==> src/hdl/frs_pkg.sv <==
// frs_pkg: shared types and constants of the fragment reassembler
// used by frs_ctrl, frs_dp and fragment_reassembler; depends on nothing

package frs_pkg;

  localparam int unsigned HEADER_BYTES = 9;
  localparam int unsigned POS_W        = 4;
  localparam int unsigned HDR_W        = 64;

  // flags byte of a fragment header
  localparam int unsigned FLAG_FIRST_BIT = 0;
  localparam int unsigned FLAG_LAST_BIT  = 1;

  // position of the last header byte within a frame (type byte is position 0)
  localparam logic [POS_W-1:0] HDR_LAST_POS = POS_W'(HEADER_BYTES - 1);

  typedef enum logic [1:0] {
    CFG_NORMAL_CODE  = 2'd0,
    CFG_FRAG_CODE    = 2'd1,
    CFG_FRAG_VERSION = 2'd2
  } cfg_idx_e;

  typedef enum logic [1:0] {
    CLS_IGNORE  = 2'd0,
    CLS_NORMAL  = 2'd1,
    CLS_HEADER  = 2'd2,
    CLS_PAYLOAD = 2'd3
  } frame_class_e;

  typedef enum logic [1:0] {
    ST_RUN  = 2'd0,
    ST_LOAD = 2'd1,
    ST_EMIT = 2'd2
  } ctrl_state_e;

  typedef struct packed {
    logic drop;          // clear the assembly in progress
    logic hdr_clear;     // empty the header register
    logic hdr_shift;     // shift the incoming byte into the header
    logic hdr_check;     // judge the completed header
    logic store_wr;      // append payload byte to the store
    logic frame_done;    // end of an accepted fragment frame
    logic pt_load;       // load the pass-through output register
    logic emit_first;    // read store entry 0
    logic emit_next;     // read the following store entry
    logic out_sel_store; // output shows store data
  } frs_cmd_t;

  typedef struct packed {
    logic is_normal;
    logic is_fragment;
    logic hdr_accept;
    logic emit_start;
    logic emit_last;
  } frs_stat_t;

endpackage

==> src/hdl/frs_ctrl.sv <==
// frs_ctrl: frame tracking and emission state machine of the reassembler
// depends on frs_pkg; drives frs_dp through frs_cmd_t, reads frs_stat_t

module frs_ctrl (
  input  logic             clk_i,
  input  logic             rst_ni,
  input  logic             in_valid_i,
  output logic             in_ready_o,
  input  logic             in_start_i,
  input  logic             in_end_i,
  output logic             out_valid_o,
  input  logic             out_ready_i,
  input  frs_pkg::frs_stat_t stat_i,
  output frs_pkg::frs_cmd_t  cmd_o
);

  frs_pkg::ctrl_state_e  state_q, state_d;
  frs_pkg::frame_class_e class_q, class_d;
  logic [frs_pkg::POS_W-1:0] pos_q, pos_d;
  logic pt_valid_q, pt_valid_d;
  logic run_ready;
  logic beat;

  assign run_ready  = !pt_valid_q || out_ready_i;
  assign in_ready_o = (state_q == frs_pkg::ST_RUN) && run_ready;
  assign beat       = in_valid_i && in_ready_o;

  always_comb begin
    state_d = state_q;
    unique case (state_q)
      frs_pkg::ST_RUN: begin
        if (beat && stat_i.emit_start) state_d = frs_pkg::ST_LOAD;
      end
      frs_pkg::ST_LOAD: state_d = frs_pkg::ST_EMIT;
      frs_pkg::ST_EMIT: begin
        if (out_ready_i && stat_i.emit_last) state_d = frs_pkg::ST_RUN;
      end
      default: state_d = frs_pkg::ST_RUN;
    endcase
  end

  always_comb begin
    cmd_o       = '0;
    out_valid_o = 1'b0;
    class_d     = class_q;
    pos_d       = pos_q;
    pt_valid_d  = pt_valid_q;
    unique case (state_q)
      frs_pkg::ST_RUN: begin
        out_valid_o = pt_valid_q;
        if (out_ready_i) pt_valid_d = 1'b0;
        if (beat) begin
          if (in_start_i) begin
            cmd_o.hdr_clear = 1'b1;
            pos_d = frs_pkg::POS_W'(1);
            if (stat_i.is_normal) begin
              cmd_o.drop = 1'b1;
              class_d    = frs_pkg::CLS_NORMAL;
            end else if (stat_i.is_fragment) begin
              // a cut frame drops the assembly
              cmd_o.drop = (pos_q != '0);
              class_d    = frs_pkg::CLS_HEADER;
            end else begin
              cmd_o.drop = 1'b1;
              class_d    = frs_pkg::CLS_IGNORE;
            end
          end else if (pos_q != '0) begin
            case (class_q)
              frs_pkg::CLS_NORMAL: begin
                cmd_o.pt_load = 1'b1;
                pt_valid_d    = 1'b1;
              end
              frs_pkg::CLS_HEADER: begin
                cmd_o.hdr_shift = 1'b1;
                pos_d = pos_q + frs_pkg::POS_W'(1);
                if (pos_q == frs_pkg::HDR_LAST_POS) begin
                  cmd_o.hdr_check = 1'b1;
                  class_d = stat_i.hdr_accept ? frs_pkg::CLS_PAYLOAD : frs_pkg::CLS_IGNORE;
                end
              end
              frs_pkg::CLS_PAYLOAD: cmd_o.store_wr = 1'b1;
              default: ;
            endcase
          end
          if (in_end_i) begin
            // short fragment frame
            if (class_d == frs_pkg::CLS_HEADER) cmd_o.drop = 1'b1;
            cmd_o.frame_done = (class_d == frs_pkg::CLS_PAYLOAD);
            cmd_o.hdr_clear  = 1'b1;
            pos_d   = '0;
            class_d = frs_pkg::CLS_IGNORE;
          end
        end
      end
      frs_pkg::ST_LOAD: begin
        cmd_o.emit_first = 1'b1;
      end
      frs_pkg::ST_EMIT: begin
        out_valid_o         = 1'b1;
        cmd_o.out_sel_store = 1'b1;
        if (out_ready_i && !stat_i.emit_last) cmd_o.emit_next = 1'b1;
      end
      default: ;
    endcase
  end

  always_ff @(posedge clk_i or negedge rst_ni) begin
    if (!rst_ni) begin
      state_q    <= frs_pkg::ST_RUN;
      class_q    <= frs_pkg::CLS_IGNORE;
      pos_q      <= '0;
      pt_valid_q <= 1'b0;
    end else begin
      state_q    <= state_d;
      class_q    <= class_d;
      pos_q      <= pos_d;
      pt_valid_q <= pt_valid_d;
    end
  end

endmodule

==> src/hdl/frs_dp.sv <==
// frs_dp: datapath of the reassembler: config registers, header register,
// assembly state, message store and output registers; depends on frs_pkg

module frs_dp #(
  parameter int unsigned MAX_MESSAGE = 64
) (
  input  logic               clk_i,
  input  logic               rst_ni,
  input  logic               cfg_we_i,
  input  logic [1:0]         cfg_addr_i,
  input  logic [7:0]         cfg_wdata_i,
  input  logic [7:0]         rx_byte_i,
  input  logic               rx_end_i,
  input  frs_pkg::frs_cmd_t  cmd_i,
  output frs_pkg::frs_stat_t stat_o,
  output logic [7:0]         out_byte_o,
  output logic               out_last_o
);

  localparam int unsigned CNT_W  = $clog2(MAX_MESSAGE + 1);
  localparam int unsigned ADDR_W = (MAX_MESSAGE > 1) ? $clog2(MAX_MESSAGE) : 1;

  logic [7:0] normal_code_q, frag_code_q, version_q;

  logic [frs_pkg::HDR_W-1:0] hdr_q, hdr_next;
  logic [7:0]  hdr_version;
  logic [15:0] hdr_seq;
  logic [31:0] hdr_total;
  logic        hdr_first, hdr_bad, eff_active, last_flag;
  logic [15:0] eff_seq;
  logic [CNT_W-1:0] eff_len;

  logic             active_q, active_d;
  logic [15:0]      seq_q, seq_d;
  logic [CNT_W-1:0] len_q, len_d;
  logic [CNT_W-1:0] count_q, count_d;
  logic [CNT_W-1:0] emit_len_q, emit_len_d;
  logic             wr_en;
  logic [ADDR_W-1:0] wr_addr;
  logic             emit_start;

  logic [7:0]        store_mem [MAX_MESSAGE];
  logic [ADDR_W-1:0] rd_addr_q, rd_addr_d;
  logic              rd_en;
  logic [7:0]        rdata_q;
  logic [7:0]        pt_byte_q;
  logic              pt_last_q;
  logic              emit_last;

  always_ff @(posedge clk_i or negedge rst_ni) begin
    if (!rst_ni) begin
      normal_code_q <= 8'h00;
      frag_code_q   <= 8'h01;
      version_q     <= 8'h01;
    end else if (cfg_we_i) begin
      unique case (cfg_addr_i)
        frs_pkg::CFG_NORMAL_CODE:  normal_code_q <= cfg_wdata_i;
        frs_pkg::CFG_FRAG_CODE:    frag_code_q   <= cfg_wdata_i;
        frs_pkg::CFG_FRAG_VERSION: version_q     <= cfg_wdata_i;
        default: ;
      endcase
    end
  end

  // header fills from the top, so after eight bytes the flags sit lowest
  assign hdr_next    = {rx_byte_i, hdr_q[frs_pkg::HDR_W-1:8]};
  assign hdr_first   = hdr_next[frs_pkg::FLAG_FIRST_BIT];
  assign hdr_version = hdr_next[15:8];
  assign hdr_seq     = hdr_next[31:16];
  assign hdr_total   = hdr_next[63:32];

  assign hdr_bad    = (hdr_version != version_q) || (hdr_total == 32'd0) ||
                      (hdr_total > 32'(MAX_MESSAGE));
  // values as they stand after a possible restart by the first flag
  assign eff_active = hdr_first || active_q;
  assign eff_seq    = hdr_first ? 16'd0 : seq_q;
  assign eff_len    = hdr_first ? hdr_total[CNT_W-1:0] : len_q;

  assign stat_o.is_normal   = (rx_byte_i == normal_code_q);
  assign stat_o.is_fragment = (rx_byte_i == frag_code_q);
  assign stat_o.hdr_accept  = !hdr_bad && eff_active && (hdr_seq == eff_seq) &&
                              (hdr_total == 32'(eff_len));
  assign stat_o.emit_start  = emit_start;
  assign stat_o.emit_last   = emit_last;

  assign last_flag = cmd_i.hdr_check ? hdr_next[frs_pkg::FLAG_LAST_BIT]
                                     : hdr_q[frs_pkg::FLAG_LAST_BIT];

  always_comb begin
    active_d   = active_q;
    seq_d      = seq_q;
    len_d      = len_q;
    count_d    = count_q;
    emit_len_d = emit_len_q;
    wr_en      = 1'b0;
    wr_addr    = count_q[ADDR_W-1:0];
    emit_start = 1'b0;
    if (cmd_i.drop) begin
      active_d = 1'b0;
      seq_d    = '0;
      len_d    = '0;
      count_d  = '0;
    end
    if (cmd_i.hdr_check) begin
      if (!hdr_bad && hdr_first) begin
        active_d = 1'b1;
        seq_d    = '0;
        len_d    = eff_len;
        count_d  = '0;
      end
      if (!stat_o.hdr_accept) begin
        active_d = 1'b0;
        seq_d    = '0;
        len_d    = '0;
        count_d  = '0;
      end
    end
    if (cmd_i.store_wr && (count_d < len_d)) begin
      wr_en   = 1'b1;
      wr_addr = count_d[ADDR_W-1:0];
      count_d = count_d + CNT_W'(1);
    end
    if (cmd_i.frame_done) begin
      seq_d = seq_d + 16'd1;
      if (last_flag && (count_d >= len_d)) begin
        emit_start = 1'b1;
        emit_len_d = count_d;
        active_d   = 1'b0;
        seq_d      = '0;
        len_d      = '0;
        count_d    = '0;
      end
    end
  end

  assign rd_en     = cmd_i.emit_first || cmd_i.emit_next;
  assign rd_addr_d = cmd_i.emit_first ? '0 : rd_addr_q + ADDR_W'(1);
  assign emit_last = (CNT_W'(rd_addr_q) == (emit_len_q - CNT_W'(1)));

  always_ff @(posedge clk_i or negedge rst_ni) begin
    if (!rst_ni) begin
      active_q   <= 1'b0;
      seq_q      <= '0;
      len_q      <= '0;
      count_q    <= '0;
      emit_len_q <= '0;
      rd_addr_q  <= '0;
    end else begin
      active_q   <= active_d;
      seq_q      <= seq_d;
      len_q      <= len_d;
      count_q    <= count_d;
      emit_len_q <= emit_len_d;
      if (rd_en) rd_addr_q <= rd_addr_d;
    end
  end

  always_ff @(posedge clk_i) begin
    if (cmd_i.hdr_clear) begin
      hdr_q <= '0;
    end else if (cmd_i.hdr_shift) begin
      hdr_q <= hdr_next;
    end
    if (cmd_i.pt_load) begin
      pt_byte_q <= rx_byte_i;
      pt_last_q <= rx_end_i;
    end
  end

  always_ff @(posedge clk_i) begin
    if (wr_en) store_mem[wr_addr] <= rx_byte_i;
    if (rd_en) rdata_q <= store_mem[rd_addr_d];
  end

  assign out_byte_o = cmd_i.out_sel_store ? rdata_q : pt_byte_q;
  assign out_last_o = cmd_i.out_sel_store ? emit_last : pt_last_q;

endmodule

==> src/hdl/fragment_reassembler.sv <==
// fragment_reassembler: top level, joins the controller and the datapath
// depends on frs_pkg, frs_ctrl and frs_dp
//
// Received frames come in one byte per beat, tuser marking the type byte and
// tlast the final byte. Bytes of a normal frame go out through a one-deep
// output register, so intake runs at one beat per cycle while the output side
// keeps up. When the last fragment of a message completes, intake stops while
// the store drains over its single read port: a first read of entry 0, then
// one byte per cycle while the output side keeps up. The store needs no
// clearing pass after reset.

module fragment_reassembler #(
  parameter int unsigned MAX_MESSAGE = 64
) (
  input  logic       clk_i,
  input  logic       rst_ni,
  input  logic       cfg_we_i,
  input  logic [1:0] cfg_addr_i,
  input  logic [7:0] cfg_wdata_i,
  input  logic       s_axis_tvalid,
  output logic       s_axis_tready,
  input  logic [7:0] s_axis_tdata,  // [7:0] rx_byte
  input  logic       s_axis_tuser,  // [0] frame_start
  input  logic       s_axis_tlast,
  output logic       m_axis_tvalid,
  input  logic       m_axis_tready,
  output logic [7:0] m_axis_tdata,  // [7:0] message_byte
  output logic       m_axis_tuser,  // [0] from_fragments
  output logic       m_axis_tlast
);

  frs_pkg::frs_cmd_t  cmd;
  frs_pkg::frs_stat_t stat;

  frs_ctrl u_ctrl (
    .clk_i       (clk_i),
    .rst_ni      (rst_ni),
    .in_valid_i  (s_axis_tvalid),
    .in_ready_o  (s_axis_tready),
    .in_start_i  (s_axis_tuser),
    .in_end_i    (s_axis_tlast),
    .out_valid_o (m_axis_tvalid),
    .out_ready_i (m_axis_tready),
    .stat_i      (stat),
    .cmd_o       (cmd)
  );

  frs_dp #(
    .MAX_MESSAGE (MAX_MESSAGE)
  ) u_dp (
    .clk_i       (clk_i),
    .rst_ni      (rst_ni),
    .cfg_we_i    (cfg_we_i),
    .cfg_addr_i  (cfg_addr_i),
    .cfg_wdata_i (cfg_wdata_i),
    .rx_byte_i   (s_axis_tdata),
    .rx_end_i    (s_axis_tlast),
    .cmd_i       (cmd),
    .stat_o      (stat),
    .out_byte_o  (m_axis_tdata),
    .out_last_o  (m_axis_tlast)
  );

  assign m_axis_tuser = cmd.out_sel_store;

endmodule

==> config.mk <==
export PLATFORM = sky130hd
export DESIGN_NAME = fragment_reassembler
export DESIGN_NICKNAME = d
export VERILOG_FILES = /design/src/hdl/frs_pkg.sv /design/src/hdl/frs_ctrl.sv /design/src/hdl/frs_dp.sv /design/src/hdl/fragment_reassembler.sv
export SDC_FILE = /design/constraint.sdc
export NUM_CORES = 1
export LEC_CHECK = 0
export ABC_AREA = 1
export CORE_ASPECT_RATIO = 1.4
export CORE_MARGIN = 2
export CORE_UTILIZATION = 60
export DETAILED_ROUTE_END_ITERATION = 7
export DONT_BUFFER_PORTS = 1
export GPL_TIMING_DRIVEN = 0
export PLACE_DENSITY_LB_ADDON = 0.3
export SYNTH_ARGS = -nofsm -noshare
export SYNTH_HDL_FRONTEND = slang
export SYNTH_HIERARCHICAL = 1
export SYNTH_SLANG_ARGS = --single-unit
==> constraint.sdc <==
create_clock -name clk_i -period 9.4 [get_ports clk_i]
set_clock_uncertainty 0.2 [all_clocks]
set_input_delay 0.94 -clock clk_i [delete_from_list [all_inputs] [get_ports clk_i]]
set_output_delay 0.94 -clock clk_i [all_outputs]
set_load 0.02 [all_outputs]
==> flow_metrics.env <==
export IMPL_netlist_area_um2=28400
export IMPL_synth_xor_area_share_pct=0.957
export IMPL_cp_slowest_cell="o221ai_1"
export IMPL_die_w_um=188
export IMPL_wirelength_um=91800
export IMPL_ant_nets=0
export IMPL_p_per_area_nw_per_um2=287
export IMPL_clkLatencyLatePin_ns=0.61
export IMPL_crit_type="reg2reg"
export IMPL_finalMaxSlewViolations=0
export IMPL_start_kind="flop"
export IMPL_first_global_vias=20997
export IMPL_vias=21584
export IMPL_synthCells=2579
export IMPL_hold_class="in2async"
export IMPL_synth_seq_cells=657
export IMPL_clkTransAtPathRegs_ns=0.06
export IMPL_initial_utilization_pct=60.6
export IMPL_synthArstFlopShare_pct=11.7
export IMPL_grt_usage_pct=37.1
export IMPL_multi_input_area_um2=8490
export IMPL_worst_path_most_repeated_cell="nand2_1"
export IMPL_synth_fa_ha_area_share_pct=0.838
export IMPL_drt_pass1_iterations=6
export IMPL_ys_types=55
export IMPL_wl_per_cell_um=27.8
export IMPL_crit_path_end_kind="flop"
export IMPL_htree_levels=2
export IMPL_status="finished, violations left"
export IMPL_area_delta_synth_final_pct=9.63
export IMPL_violations="capacitance limit"
export IMPL_num_nets_final=2684
export IMPL_drv_cap=1
export IMPL_grt_pass1_wl_um=132000
export IMPL_pin_count=37
export IMPL_worstPathArrival_ns=9.08
export IMPL_setup_viol=0
export IMPL_cp_required_ns=9.65
export IMPL_cts_made_buffers=57
export IMPL_viasPerCell=6.52
export IMPL_seqCellArea_um2=18800
export IMPL_cts_max_path_buffers=3
export IMPL_place_area_um2=29200
export IMPL_crit_fanout=10
export IMPL_cts_tree="yes"
export IMPL_yosys_area_share_simple_pct=14.7
export IMPL_final_area_um2=31100
export IMPL_coreArea_um2=46800
export IMPL_synth_top_family_by_area="simple AND/OR/NAND/NOR gates"
export IMPL_io_buffers=0
export IMPL_finalHoldViolCount=0
export IMPL_hpwl_um=63000
export IMPL_seq_area_frac_synth_pct=66.4
export IMPL_synth_fp_nets=2623
export IMPL_ir_worst_vdd_mv=0.168
export IMPL_root_buffer="clkbuf_16"
export IMPL_postSynthAreaPerCell_um2=11.0
export IMPL_synth_edf_count=529
export IMPL_p_total_uw=8920
export IMPL_ys_warn_count=6
export IMPL_leakagePower_uw=0.0108
export IMPL_n_fill_cell=3558
export IMPL_slowest_delay_ns=0.39
export IMPL_cts_sinks=657
export IMPL_r2r_slack_ns=0.57
export IMPL_route_detailed_drc=0
export IMPL_drive_gt1_share_pct=6.52
export IMPL_antenna_found_initial=1
export IMPL_worst_pin_slew_ns=1.48
export IMPL_overflow=0
export IMPL_setup_tns_ns=0
export IMPL_synth_flop_cell="edfxtp_1"
export IMPL_maxSlewHeadroom_pct=0.272
export IMPL_gp_congestion=0.985
export IMPL_period_share_pct=93.9
export IMPL_diodes=0
export IMPL_rows=94
export IMPL_final_min_clock_period_ns=8.83
export IMPL_post_cts_buffers=0
export IMPL_die_h_um=261
export IMPL_grt_max_degree=78
export IMPL_drt_iter0_drc=2671
export IMPL_rsz0062_at_grt="no"
export IMPL_synth_compound_area_share_pct=12.9
export IMPL_dieArea_um2=49100
export IMPL_synthMuxAreaShare_pct=0.357
export IMPL_timing_fmax_ghz=0.113
==> cells in the mapped netlist, drive strengths merged, types with 51 or more instances <==
cell type / n / share of area [%]
inv: 137 / 1.8
dfrtp: 75 / 6.6
o21ai: 321 / 5.7
nand2: 297 / 4.1
edfxtp: 529 / 56
nor2: 487 / 6.6
dfxtp: 51 / 3.6
o221ai: 79 / 2.4
o22ai: 52 / 1.1
o211ai: 51 / 1.3
nand3: 129 / 2.4
clkbuf: 124 / 1.6
==> layout by cell type, fill, tap and decap left out, types with 8 or more instances in the layout <==
cell type  synthesis  routed
a21oi_1           40      39
o211ai_1          51      51
o221ai_1          79      79
dfxtp_1           51      51
dfrtp_1           75      75
xor2_1            15      15
a211oi_1          35      35
nand2_2           15      15
edfxtp_1         529     529
inv_1            130     130
xnor2_1           16      16
clkinv_2           0       8
clkbuf_16          0      57
ha_1              19      19
nor2_2             8       8
nand2_1          279     279
buf_1             10      10
nand3_1          123     123
nor2_1           477     476
mux2_2             9       9
nand4_1           20      20
o22ai_1           52      52
clkbuf_1         124     142
nor3_1            21      20
o21ai_0          315     315
==> what timing repair did <==
| action | 4_1_cts | 5_1_grt |
|---|---|---|
| resized for setup | 3 | 10 |
| hold endpoints to repair | 77 | 0 |
| hold buffers | 1 | 0 |
| pin swaps | 0 | 0 |
| endpoints found under the setup margin | 34 | 36 |
==> report_power, final <==
| part | internal [uW] | switching [uW] | total [uW] | leakage (uW) |
|---|---|---|---|---|
| Clock | 1330 | 1040 | 2370 | 0.000888 |
| Sequential | 3200 | 47.0 | 3250 | 0.00618 |
| Combinational | 811 | 2480 | 3300 | 0.00377 |
| Total | 5340 | 3570 | 8920 | 0.0108 |
==> worst max-delay path, delay by kind of cell, from the launching register on <==
| family | cells | cell delay, ns |
|---|---|---|
| AOI/OAI and AO/OA | 11 | 2.59 |
| adders and majority gates | 2 | 0.60 |
| buffers and inverters | 12 | 2.60 |
| DFF | 1 | 0.38 |
| and+or+nand+nor | 17 | 2.27 |
==> sequential cells by signal, indices dropped and copies added, names as in the netlist <==
signal / cells
u_dp/rdata_q: 8
u_dp/version_q: 8
u_ctrl/pos_q: 4
u_dp/normal_code_q: 8
u_dp/seq_q: 16
u_dp/hdr_q: 51
u_ctrl/state_q: 2
u_dp/pt_last_q: 1
u_dp/frag_code_q: 8
u_dp/rd_addr_q: 6
u_ctrl/pt_valid_q: 1
u_dp/count_q: 7
u_dp/len_q: 7
u_dp/active_q: 1
u_dp/store_mem: 512
u_dp/emit_len_q: 7
u_dp/pt_byte_q: 8
u_ctrl/class_q: 2
==> logic make-up (layout without fill, tap and decap cells) <==
logic type	after synthesis	count (layout)
mux	9	9
fa+ha+maj	19	19
xor+xnor	31	31
flops	657	657
simple gates	982	982
compound gates	597	597
buf+inv	284	390
==> worst paths after layout <==
| path | start | to | depth (start not counted) |
|---|---|---|---|
| setup reg to reg | u_dp/hdr_q[8] | u_dp/emit_len_q[1] | 42 |
| setup / recovery | u_dp/hdr_q[8] | u_dp/emit_len_q[1] | 42 |
| min in group clk_i | s_axis_tlast | u_dp/pt_last_q | 0 |
| max in group asynchronous | rst_ni | u_dp/emit_len_q[0] | 1 |
| hold / removal | rst_ni | u_dp/normal_code_q[5] | 1 |
| hold reg to reg | u_dp/hdr_q[1] | u_dp/hdr_q[1] | 2 |
==> layer usage <==
layer	vias up	part of all wire [%]	GRT usage (%)
li1	9399	-	-
met5	-	0	0
met2	1331	48	63.2
met3	376	9.1	6.10
met1	10478	33	41.9
met4	0	9.5	29.6
==> metrics by stage <==
stage / utilization (%) / hold slack, ns / worst slack (ns) / cells
detailed placement: 62.3 / 0.257 / -0.398 / 3204
floorplan: - / 0.236 / 2.79 / 2579
global route: 66.4 / 0.0384 / 0.0237 / 3309
CTS: 66.3 / 0.0315 / 0.143 / 3309
global placement: 62.3 / 0.247 / -0.383 / 3203
finish: 66.4 / 0.0119 / 0.575 / 3309
==> final cells by class <==
type | count | area share (%)
Tap cell | 624 | 2.51
Clock inverter | 24 | 1.05
Inverter | 139 | 1.69
Timing Repair Buffer | 2 | 0.113
Buffer | 145 | 1.88
Clock buffer | 80 | 4.90
Sequential cell | 657 | 60.6
Multi-Input combinational cell | 1638 | 27.3
Power figures use the tool's default switching activity.
